### config.mk
export PLATFORM = sky130hd
export DESIGN_NAME = keyed_countdown_timer_table_core
export DESIGN_NICKNAME = d
export VERILOG_FILES = /design/src/sv/kctt_pkg.sv /design/src/sv/kctt_front.sv /design/src/sv/kctt_back.sv /design/src/sv/keyed_countdown_timer_table_core.sv
export SDC_FILE = /design/constraint.sdc
export NUM_CORES = 2
export LEC_CHECK = 0
export BUFFER_PORTS_ARGS = -buffer_cell sky130_fd_sc_hd__buf_2
export CAP_MARGIN = 20
export CELL_PAD_IN_SITES_DETAIL_PLACEMENT = 0
export CELL_PAD_IN_SITES_GLOBAL_PLACEMENT = 1
export CORE_ASPECT_RATIO = 0.9
export CORE_MARGIN = 5
export CORE_UTILIZATION = 25
export CTS_BUF_LIST = sky130_fd_sc_hd__clkbuf_4
export CTS_CLUSTER_SIZE = 25
export DETAILED_ROUTE_END_ITERATION = 12
export PLACE_DENSITY_LB_ADDON = 0.08
export SKIP_LAST_GASP = 1
export SYNTH_ARGS = -nofsm -noshare
export SYNTH_HDL_FRONTEND = slang
export SYNTH_SLANG_ARGS = --single-unit
export TNS_END_PERCENT = 1
### constraint.sdc
create_clock -name clk_i -period 10.2 [get_ports clk_i]
set_input_delay 0.51 -clock clk_i [delete_from_list [all_inputs] [get_ports clk_i]]
set_output_delay 0.51 -clock clk_i [all_outputs]
set_load 0.01 [all_outputs]
### src/sv/kctt_pkg.sv
// Package for the keyed countdown timer table: request and result words, codes.
// No dependencies.
package kctt_pkg;

  localparam int unsigned TableDepthDef = 16;
  localparam int unsigned QueueDepth    = 2;

  typedef enum logic [1:0] {
    REQ_ADD    = 2'd0,
    REQ_REMOVE = 2'd1,
    REQ_TICK   = 2'd2,
    REQ_NONE   = 2'd3
  } req_e;

  typedef enum logic [2:0] {
    EV_MERGED   = 3'd0,
    EV_CREATED  = 3'd1,
    EV_FULL     = 3'd2,
    EV_ZERO     = 3'd3,
    EV_REMOVED  = 3'd4,
    EV_NOTFOUND = 3'd5,
    EV_EXPIRED  = 3'd6,
    EV_TICKDONE = 3'd7
  } event_e;

  typedef struct packed {
    logic [1:0]  req_type;
    logic [7:0]  timer_kind;
    logic        match_position;
    logic [8:0]  pos_x;
    logic [8:0]  pos_y;
    logic [14:0] start_count;
  } in_word_t;

  typedef struct packed {
    logic [2:0]  event_res;
    logic [7:0]  timer_kind_res;
    logic [8:0]  pos_x_res;
    logic [8:0]  pos_y_res;
    logic [14:0] count_now;
    logic        last;
  } out_word_t;

  // classified command handed from front to back
  typedef struct packed {
    req_e        op;
    logic        zero_cnt;
    logic [7:0]  kind;
    logic        bypos;
    logic [8:0]  x;
    logic [8:0]  y;
    logic [14:0] cnt;
  } cmd_t;

  typedef enum logic [1:0] {
    ST_IDLE  = 2'd0,
    ST_SCAN  = 2'd1,
    ST_DONE  = 2'd2
  } tick_st_e;

endpackage

### src/sv/kctt_front.sv
// Front end: accepts request words, masks the key and queues commands.
// Depends on kctt_pkg.
module kctt_front (
  input  logic              clk_i,
  input  logic              rst_ni,
  input  logic              in_valid,
  output logic              in_stall,
  input  kctt_pkg::in_word_t in_data,
  output logic              cmd_valid_o,
  input  logic              cmd_take_i,
  output kctt_pkg::cmd_t    cmd_o
);
  import kctt_pkg::*;

  localparam int unsigned PtrW = $clog2(QueueDepth);

  cmd_t              fifo_q [QueueDepth];
  logic [PtrW-1:0]   wr_q, wr_d, rd_q, rd_d;
  logic [PtrW:0]     cnt_q, cnt_d;
  logic              push, pop;
  cmd_t              cmd_in;

  always_comb begin
    cmd_in.op       = req_e'(in_data.req_type);
    cmd_in.zero_cnt = (in_data.start_count == '0);
    cmd_in.kind     = in_data.timer_kind;
    cmd_in.bypos    = in_data.match_position;
    cmd_in.x        = in_data.match_position ? in_data.pos_x : '0;
    cmd_in.y        = in_data.match_position ? in_data.pos_y : '0;
    cmd_in.cnt      = in_data.start_count;
  end

  assign in_stall    = (cnt_q == (PtrW+1)'(QueueDepth));
  // drop unused request codes here
  assign push        = in_valid && !in_stall && (in_data.req_type != REQ_NONE);
  assign cmd_valid_o = (cnt_q != '0);
  assign pop         = cmd_valid_o && cmd_take_i;
  assign cmd_o       = fifo_q[rd_q];

  always_comb begin
    wr_d  = push ? ((wr_q == PtrW'(QueueDepth-1)) ? '0 : wr_q + 1'b1) : wr_q;
    rd_d  = pop  ? ((rd_q == PtrW'(QueueDepth-1)) ? '0 : rd_q + 1'b1) : rd_q;
    cnt_d = cnt_q + (PtrW+1)'(push) - (PtrW+1)'(pop);
  end

  always_ff @(posedge clk_i or negedge rst_ni) begin
    if (!rst_ni) begin
      wr_q  <= '0;
      rd_q  <= '0;
      cnt_q <= '0;
    end else begin
      wr_q  <= wr_d;
      rd_q  <= rd_d;
      cnt_q <= cnt_d;
    end
  end

  always_ff @(posedge clk_i) begin
    if (push) fifo_q[wr_q] <= cmd_in;
  end

`ifndef NO_ASSERTIONS
  a_no_overflow: assert property (@(posedge clk_i) disable iff (!rst_ni)
    cnt_q <= (PtrW+1)'(QueueDepth)) else $error("queue overflow");
  a_pop_nonempty: assert property (@(posedge clk_i) disable iff (!rst_ni)
    pop |-> cnt_q != '0) else $error("pop on empty queue");
  a_cnt_track: assert property (@(posedge clk_i) disable iff (!rst_ni)
    (push && !pop) |=> cnt_q == $past(cnt_q) + 1'b1) else $error("count slip");
`endif
endmodule

### src/sv/kctt_back.sv
// Back end: the timer table as a shift array of cells, executes commands.
// Depends on kctt_pkg.
module kctt_back #(
  parameter int unsigned TableDepth = kctt_pkg::TableDepthDef
) (
  input  logic               clk_i,
  input  logic               rst_ni,
  input  logic               cmd_valid_i,
  output logic               cmd_take_o,
  input  kctt_pkg::cmd_t     cmd_i,
  output logic               out_valid,
  input  logic               out_stall,
  output kctt_pkg::out_word_t out_data
);
  import kctt_pkg::*;

  localparam int unsigned IdxW = $clog2(TableDepth);

  logic        val_q [TableDepth];
  logic [7:0]  kind_q [TableDepth];
  logic [8:0]  x_q [TableDepth];
  logic [8:0]  y_q [TableDepth];
  logic [14:0] cnt_q [TableDepth];

  tick_st_e    st_q, st_d;
  logic        ov_q;
  out_word_t   od_q, od_d;
  logic        ov_d;
  logic        out_free;

  logic [TableDepth-1:0] hit;
  logic [TableDepth-1:0] first_hit;
  logic [TableDepth-1:0] zero_vec;
  logic [TableDepth-1:0] first_zero;
  logic [IdxW-1:0]       hit_idx, zero_idx;
  logic                  any_hit, any_zero, full;

  // table control decided per cycle
  logic do_insert, do_delete, do_merge, do_dec;
  logic [IdxW-1:0] del_idx;

  assign out_free = !ov_q || !out_stall;

  always_comb begin
    for (int i = 0; i < TableDepth; i++) begin
      hit[i] = val_q[i] && (kind_q[i] == cmd_i.kind) &&
               (!cmd_i.bypos || (x_q[i] == cmd_i.x && y_q[i] == cmd_i.y));
      zero_vec[i] = val_q[i] && (cnt_q[i] == '0);
    end
    first_hit  = hit & (~hit + 1'b1);
    first_zero = zero_vec & (~zero_vec + 1'b1);
    hit_idx  = '0;
    zero_idx = '0;
    for (int i = 0; i < TableDepth; i++) begin
      if (first_hit[i])  hit_idx  = IdxW'(i);
      if (first_zero[i]) zero_idx = IdxW'(i);
    end
    any_hit  = |hit;
    any_zero = |zero_vec;
    full     = val_q[TableDepth-1];
  end

  always_comb begin
    st_d = st_q;
    case (st_q)
      ST_IDLE: if (cmd_valid_i && out_free && cmd_i.op == REQ_TICK) st_d = ST_SCAN;
      ST_SCAN: if (out_free && !any_zero) st_d = ST_DONE;
      ST_DONE: if (out_free) st_d = ST_IDLE;
      default: st_d = ST_IDLE;
    endcase
  end

  always_comb begin
    cmd_take_o = 1'b0;
    do_insert  = 1'b0;
    do_delete  = 1'b0;
    do_merge   = 1'b0;
    do_dec     = 1'b0;
    del_idx    = hit_idx;
    ov_d       = ov_q && out_stall;
    od_d       = od_q;
    case (st_q)
      ST_IDLE: begin
        if (cmd_valid_i && out_free && cmd_i.op != REQ_TICK) begin
          cmd_take_o        = 1'b1;
          ov_d              = 1'b1;
          od_d.last         = 1'b1;
          od_d.timer_kind_res = cmd_i.kind;
          od_d.pos_x_res    = cmd_i.x;
          od_d.pos_y_res    = cmd_i.y;
          od_d.count_now    = '0;
          if (cmd_i.op == REQ_ADD) begin
            if (cmd_i.zero_cnt) begin
              od_d.event_res = EV_ZERO;
            end else if (any_hit) begin
              do_merge = 1'b1;
              od_d.event_res      = EV_MERGED;
              od_d.timer_kind_res = kind_q[hit_idx];
              od_d.pos_x_res      = x_q[hit_idx];
              od_d.pos_y_res      = y_q[hit_idx];
              od_d.count_now = (cmd_i.cnt > cnt_q[hit_idx]) ? cmd_i.cnt
                                                            : cnt_q[hit_idx];
            end else if (full) begin
              od_d.event_res = EV_FULL;
            end else begin
              do_insert = 1'b1;
              od_d.event_res = EV_CREATED;
              od_d.count_now = cmd_i.cnt;
            end
          end else begin
            if (any_hit) begin
              do_delete = 1'b1;
              od_d.event_res      = EV_REMOVED;
              od_d.timer_kind_res = kind_q[hit_idx];
              od_d.pos_x_res      = x_q[hit_idx];
              od_d.pos_y_res      = y_q[hit_idx];
            end else begin
              od_d.event_res = EV_NOTFOUND;
            end
          end
        end else if (cmd_valid_i && out_free) begin
          // tick: decrement now, drain expiries in following cycles
          do_dec = 1'b1;
        end
      end
      ST_SCAN: begin
        if (out_free && any_zero) begin
          do_delete = 1'b1;
          del_idx   = zero_idx;
          ov_d      = 1'b1;
          od_d.event_res      = EV_EXPIRED;
          od_d.timer_kind_res = kind_q[zero_idx];
          od_d.pos_x_res      = x_q[zero_idx];
          od_d.pos_y_res      = y_q[zero_idx];
          od_d.count_now      = '0;
          od_d.last           = 1'b0;
        end
      end
      ST_DONE: begin
        if (out_free) begin
          cmd_take_o = 1'b1;
          ov_d       = 1'b1;
          od_d       = '{event_res: EV_TICKDONE, default: '0};
          od_d.last  = 1'b1;
        end
      end
      default: ;
    endcase
  end

  always_ff @(posedge clk_i or negedge rst_ni) begin
    if (!rst_ni) begin
      st_q <= ST_IDLE;
      ov_q <= 1'b0;
      for (int i = 0; i < TableDepth; i++) val_q[i] <= 1'b0;
    end else begin
      st_q <= st_d;
      ov_q <= ov_d;
      if (do_insert) begin
        val_q[0] <= 1'b1;
        for (int i = 1; i < TableDepth; i++) val_q[i] <= val_q[i-1];
      end else if (do_delete) begin
        for (int i = 0; i < TableDepth - 1; i++)
          if (IdxW'(i) >= del_idx) val_q[i] <= val_q[i+1];
        val_q[TableDepth-1] <= 1'b0;
      end
    end
  end

  always_ff @(posedge clk_i) begin
    od_q <= od_d;
    if (do_insert) begin
      kind_q[0] <= cmd_i.kind;
      x_q[0]    <= cmd_i.x;
      y_q[0]    <= cmd_i.y;
      cnt_q[0]  <= cmd_i.cnt;
      for (int i = 1; i < TableDepth; i++) begin
        kind_q[i] <= kind_q[i-1];
        x_q[i]    <= x_q[i-1];
        y_q[i]    <= y_q[i-1];
        cnt_q[i]  <= cnt_q[i-1];
      end
    end else if (do_delete) begin
      for (int i = 0; i < TableDepth - 1; i++) begin
        if (IdxW'(i) >= del_idx) begin
          kind_q[i] <= kind_q[i+1];
          x_q[i]    <= x_q[i+1];
          y_q[i]    <= y_q[i+1];
          cnt_q[i]  <= cnt_q[i+1];
        end
      end
    end else if (do_merge) begin
      if (cmd_i.cnt > cnt_q[hit_idx]) cnt_q[hit_idx] <= cmd_i.cnt;
    end else if (do_dec) begin
      for (int i = 0; i < TableDepth; i++)
        if (cnt_q[i] != '0) cnt_q[i] <= cnt_q[i] - 1'b1;
    end
  end

  assign out_valid = ov_q;
  assign out_data  = od_q;

`ifndef NO_ASSERTIONS
  a_hold: assert property (@(posedge clk_i) disable iff (!rst_ni)
    (out_valid && out_stall) |=> $stable(out_data) && out_valid)
    else $error("result changed while stalled");
  a_done_last: assert property (@(posedge clk_i) disable iff (!rst_ni)
    (out_valid && out_data.event_res == EV_TICKDONE) |-> out_data.last)
    else $error("tick done without last");
  a_expired_not_last: assert property (@(posedge clk_i) disable iff (!rst_ni)
    (out_valid && out_data.event_res == EV_EXPIRED) |-> !out_data.last)
    else $error("expiry marked last");
`endif
endmodule

### src/sv/keyed_countdown_timer_table_core.sv
// Top level of the keyed countdown timer table: front end, command queue, table.
// Depends on kctt_pkg, kctt_front, kctt_back.
//
//  channel | direction | handshake            | word
//  in      | input     | in_valid / in_stall  | kctt_pkg::in_word_t
//  out     | output    | out_valid / out_stall| kctt_pkg::out_word_t
//
// Add and remove are executed in the table once at the queue head and the result register is free.
// A tick runs in steps: one decrement pass, the deletion of each expired cell
// in turn by the shift array, a scan that finds no expired cell left, then
// the done marker.
// Reset empties the table at once (valid bits only).
// A stalled result holds the table; the queue absorbs two requests meanwhile.
module keyed_countdown_timer_table_core #(
  parameter int unsigned TableDepth = kctt_pkg::TableDepthDef
) (
  input  logic                clk_i,
  input  logic                rst_ni,
  input  logic                in_valid,
  output logic                in_stall,
  input  kctt_pkg::in_word_t  in_data,
  output logic                out_valid,
  input  logic                out_stall,
  output kctt_pkg::out_word_t out_data
);
  import kctt_pkg::*;

  logic cmd_valid, cmd_take;
  cmd_t cmd;

  kctt_front u_front (
    .clk_i, .rst_ni, .in_valid, .in_stall, .in_data,
    .cmd_valid_o(cmd_valid), .cmd_take_i(cmd_take), .cmd_o(cmd)
  );

  kctt_back #(.TableDepth(TableDepth)) u_back (
    .clk_i, .rst_ni, .cmd_valid_i(cmd_valid), .cmd_take_o(cmd_take),
    .cmd_i(cmd), .out_valid, .out_stall, .out_data
  );
endmodule

==> impl_table.tex <==
\begin{tabular}{lr}
\hline
Metric & Value \\
\hline
\multicolumn{2}{l}{\textbf{Timing}} \\
Endpoints failing setup & 0 \\
Minimum period implied by the final worst setup slack & 9.929 ns \\
Worst-Margin Slew & 1.151 ns \\
Hold Vio Cnt, Final & 0 \\
Achievable clock frequency & 0.1007 GHz \\
Slew headroom & 23.28\% \\
Number of slew-limit violations in the final report & 0 \\
Unrepaired setup endpoints after global routing & no \\
Worst Setup Slack, final & 0.2713 ns \\
Setup skew after layout & 0.1702 ns \\
Final cycle utilization of the critical path & 97.34\% \\
Setup TNS & 0 ns \\
\multicolumn{2}{l}{\textbf{Global routing}} \\
Global-route usage over all layers & 26.63\% \\
First-pass GRT wire length & 455.3 mm \\
Total global routing overflow & 0 \\
Antenna violations before repair & 36 \\
Via count of the first global-routing pass & 51.93k \\
Maximum number of pins on one net before global-route repair & 144 \\
\multicolumn{2}{l}{\textbf{Synth}} \\
Leading post-synthesis cells by instance count & sky130\_fd\_sc\_hd\_\_nand2\_1, sky130\_fd\_sc\_hd\_\_edfxtp\_1, sky130\_fd\_sc\_hd\_\_xnor2\_1 \\
Number of storage elements in the synthesis netlist & 814 \\
Post-synthesis cell area & 0.05819 mm\^{}2 \\
Register area share after synthesis & 41.81\% \\
Post-Synthesis Cells & 6687 \\
Most frequent cell after synthesis & sky130\_fd\_sc\_hd\_\_nand2\_1 \\
Number of distinct standard cells referenced by the synthesized netlist & 109 \\
Synth Net Count & 6773 \\
Commonest register cell after synthesis & sky130\_fd\_sc\_hd\_\_edfxtp\_1 \\
Share of Yosys cell area claimed by the top area cell type & 40.82\% \\
Async SR Flop Fraction & 2.826\% \\
Cell type with the largest total area after synthesis & sky130\_fd\_sc\_hd\_\_edfxtp\_1 \\
EDFF count, synth & 791 \\
Most area-consuming cells after synthesis & sky130\_fd\_sc\_hd\_\_edfxtp\_1, sky130\_fd\_sc\_hd\_\_nand2\_1, sky130\_fd\_sc\_hd\_\_xnor2\_1 \\
Yosys Warn Count & 0 \\
Post-synthesis area per instance & 8.702 um\^{}2 \\
\multicolumn{2}{l}{\textbf{Setup path}} \\
WS Path Type & reg -> reg \\
Delay of the slowest cell on the worst path & 0.91 ns \\
Slowest cell on the critical path & sky130\_fd\_sc\_hd\_\_o41ai\_2 \\
Maximum fanout along the worst path & 44 \\
Crit. End Element & flip-flop \\
Critical path's most frequent cell & sky130\_fd\_sc\_hd\_\_buf\_4 \\
Arrival time at the worst endpoint & 10.99 ns \\
CP Launch Type & flip-flop \\
Critical path buffers and inverters & 5 \\
Register-to-Register Setup Slack & 0.27 ns \\
Crit-path leading delay family & compound AO/OA/AOI/OAI gates \\
Critical path data required time & 11.26 ns \\
\multicolumn{2}{l}{\textbf{Clock tree}} \\
Maximum count of clock buffers along a single path & 4 \\
Clock sink count & 814 \\
Clock input transition at the sequential cells of the worst setup and hold paths & 0.06 ns \\
Clock root buffer & sky130\_fd\_sc\_hd\_\_clkbuf\_4 \\
Clock tree from TritonCTS & done \\
Number of buffers inserted during clock tree synthesis & 289 \\
Clock latency of the later-clocked register in the worst-skew pair & 1.42 ns \\
H-tree depth reported by CTS & 5 \\
\multicolumn{2}{l}{\textbf{Placed design}} \\
DP Wirelength & 240.9 mm \\
\# placed instances & 9607 \\
Last weighted congestion value of the routability-driven placer & 0.9192 \\
Count of port buffers added during placement & 94 \\
Post-Place Worst Slack & 0.3270 ns \\
Post-placement cell area & 0.06293 mm\^{}2 \\
\multicolumn{2}{l}{\textbf{Hold path}} \\
Type of the worst min-delay path & in -> reg \\
\multicolumn{2}{l}{\textbf{Finish}} \\
Fill cell total of the finished layout & 24.74k \\
Layout overhead on the synthesized area & 16.08\% \\
Layout Cell Area excl Fill & 0.06754 mm\^{}2 \\
Count of placed standard cells in the final layout, fillers left out & 10.22k \\
Area taken by flip-flops and latches & 0.02433 mm\^{}2 \\
Proportion of layout cells with a drive suffix above 1 & 14.94\% \\
Final Core Density & 29.08\% \\
Area of the multi-input gates & 0.03174 mm\^{}2 \\
Total Nets Final & 7030 \\
\multicolumn{2}{l}{\textbf{Flow run}} \\
Max-cap check violation count & 0 \\
\multicolumn{2}{l}{\textbf{Run status}} \\
Status & finished, final reports clean \\
\multicolumn{2}{l}{\textbf{Detailed routing}} \\
Iter 0 DRT Violations & 7612 \\
Final routed wire length divided by cell count & 32.84 um \\
Drt first pass iters & 6 \\
Total via count after detailed routing & 56.22k \\
Count of unresolved DRC violations after routing & 0 \\
WL final & 335.5 mm \\
Routed via count divided by cell count & 5.503 \\
DRT antenna net count & 0 \\
\multicolumn{2}{l}{\textbf{Power and ir drop}} \\
Switching power of the nets & 6.755 mW \\
Power density normalized to cell area & 227.1 mW/mm\^{}2 \\
Clock share of power & 24.2\% \\
Internal cell power & 8.583 mW \\
Max rail drop VDD & 0.0001434 V \\
Portion of total power attributed to combinational logic & 38.1\% \\
Switching Fraction & 44.04\% \\
Pleak & 24.16 nW \\
Share of total power in sequential cells & 37.8\% \\
\multicolumn{2}{l}{\textbf{Die}} \\
Die outline width & 518.5 um \\
Initial cell density of the core & 25.05\% \\
Row Count & 168 \\
Y dimension of the die & 467.7 um \\
Die area & 0.2425 mm\^{}2 \\
Placeable core area & 0.2323 mm\^{}2 \\
Total I/O pin count & 95 \\
\hline
\end{tabular}
## area by class of cell
cell class | count | share of cell area [%]
Multi-Input combinational cell | 5264 | 46.99
Inverter | 106 | 0.6002
Sequential cell | 814 | 36.03
Clock inverter | 59 | 0.3798
Antenna cell | 16 | 0.05928
Clock buffer | 429 | 4.768
Timing Repair Buffer | 469 | 5.509
Tap cell | 3060 | 5.669
## power groups by stage
| stage | registers [mW] | clock network (mW) | logic [mW] |
|---|---|---|---|
| final | 5.79 | 3.70 | 5.84 |
| after detailed placement | 5.81 | 0 | 5.71 |
| after global placement | 5.83 | 0 | 5.71 |
| after CTS | 5.75 | 3.86 | 5.76 |
| after floorplan | 5.12 | 0 | 3.38 |
| after global routing | 5.81 | 4.02 | 6.18 |
## stage by stage
stage	total power, mW	hold slack (ns)
2_1_floorplan	8.501	0.2144
4_1_cts	15.37	0.002792
6_report	15.34	0.1123
3_3_place_gp	11.54	0.5308
3_5_place_dp	11.53	0.5369
5_1_grt	16.01	0.05660
## timing repair
item	CTS	global route
hold endpoints to repair	183	0
setup buffers	0	9
resized for setup	0	2
hold buffers	97	0
endpoints found under the setup margin	0	151
## logic make-up (layout without fill, tap and decap cells)
family                     after synthesis  after routing  synth area share [%]
xor gates and xnor gates               584            584                 8.790
other                                    0             16                     0
DFF                                    814            814                 41.81
AOI/OAI and AO/OA                     1306           1306                 14.68
and+or+nand+nor                       2992           2992                 22.72
adders and majority gates               38             38                0.8171
buffers and inverters                  609           1063                 4.741
muxes                                  344            344                 6.438
## worst paths after layout
check	from	to	depth (start not counted)
min reg2reg	u_back.y_q[14][0]	u_back.y_q[15][0]	0
max reg2reg	u_front.rd_q	u_back.cnt_q[8][5]	29
max	u_front.rd_q	u_back.cnt_q[8][5]	29
min	in_data[29]	u_front.fifo_q[0][29]	3
min in group asynchronous	rst_ni	u_front.wr_q	5
max in group asynchronous	rst_ni	u_back.val_q[3]	5
## routing by layer
metal / wire length (um) / global-route usage [%] / vias up / share of wire [%]
li1: - / - / 24660 / -
met1: 163500 / 41.29 / 28120 / 49
met2: 130900 / 35.92 / 2947 / 39
met3: 31740 / 6.479 / 484 / 9.5
met4: 9346 / 7.336 / 8 / 2.8
met5: 57 / 0 / - / 0.017
## registers in the layout (all words and copies together) (netlist names)
register	count
u_back.cnt_q	240
u_back.x_q	144
u_back.y_q	144
u_back.kind_q	128
u_front.fifo_q	90
u_back.out_data	45
u_back.val_q	15
u_back.st_q	2
u_front.cnt_q	2
u_back.full	1
u_back.out_valid	1
u_front.rd_q	1
u_front.wr_q	1
## worst min-delay path: stages
cell and delay (ns):
sky130_fd_sc_hd__dlygate4sd3_1 0.51, sky130_fd_sc_hd__buf_2 0.09, sky130_fd_sc_hd__and2_1 0.18
## cell usage in the layout (no fill, tap or decap), types with 24 or more instances in the layout
master / instances
sky130_fd_sc_hd__a211oi_1: 137
sky130_fd_sc_hd__a21oi_1: 268
sky130_fd_sc_hd__a221o_1: 25
sky130_fd_sc_hd__a221oi_1: 50
sky130_fd_sc_hd__a22oi_1: 27
sky130_fd_sc_hd__a31oi_1: 57
sky130_fd_sc_hd__and2_1: 75
sky130_fd_sc_hd__and3_1: 24
sky130_fd_sc_hd__buf_2: 94
sky130_fd_sc_hd__buf_4: 263
sky130_fd_sc_hd__clkbuf_4: 429
sky130_fd_sc_hd__clkinv_1: 48
sky130_fd_sc_hd__dlygate4sd3_1: 96
sky130_fd_sc_hd__edfxtp_1: 791
sky130_fd_sc_hd__ha_1: 38
sky130_fd_sc_hd__inv_1: 104
sky130_fd_sc_hd__mux2_2: 93
sky130_fd_sc_hd__mux2i_1: 197
sky130_fd_sc_hd__mux2i_4: 39
sky130_fd_sc_hd__nand2_1: 1830
sky130_fd_sc_hd__nand2b_1: 36
sky130_fd_sc_hd__nand3_1: 260
sky130_fd_sc_hd__nand4_1: 46
sky130_fd_sc_hd__nor2_1: 293
sky130_fd_sc_hd__nor3_1: 86
sky130_fd_sc_hd__nor4_1: 132
sky130_fd_sc_hd__o211ai_1: 82
sky130_fd_sc_hd__o21a_1: 29
sky130_fd_sc_hd__o21ai_0: 339
sky130_fd_sc_hd__o221ai_1: 32
sky130_fd_sc_hd__o22ai_1: 58
sky130_fd_sc_hd__or3_1: 33
sky130_fd_sc_hd__or4_1: 36
sky130_fd_sc_hd__xnor2_1: 478
sky130_fd_sc_hd__xor2_1: 106
(Power assumes the default switching activity.)
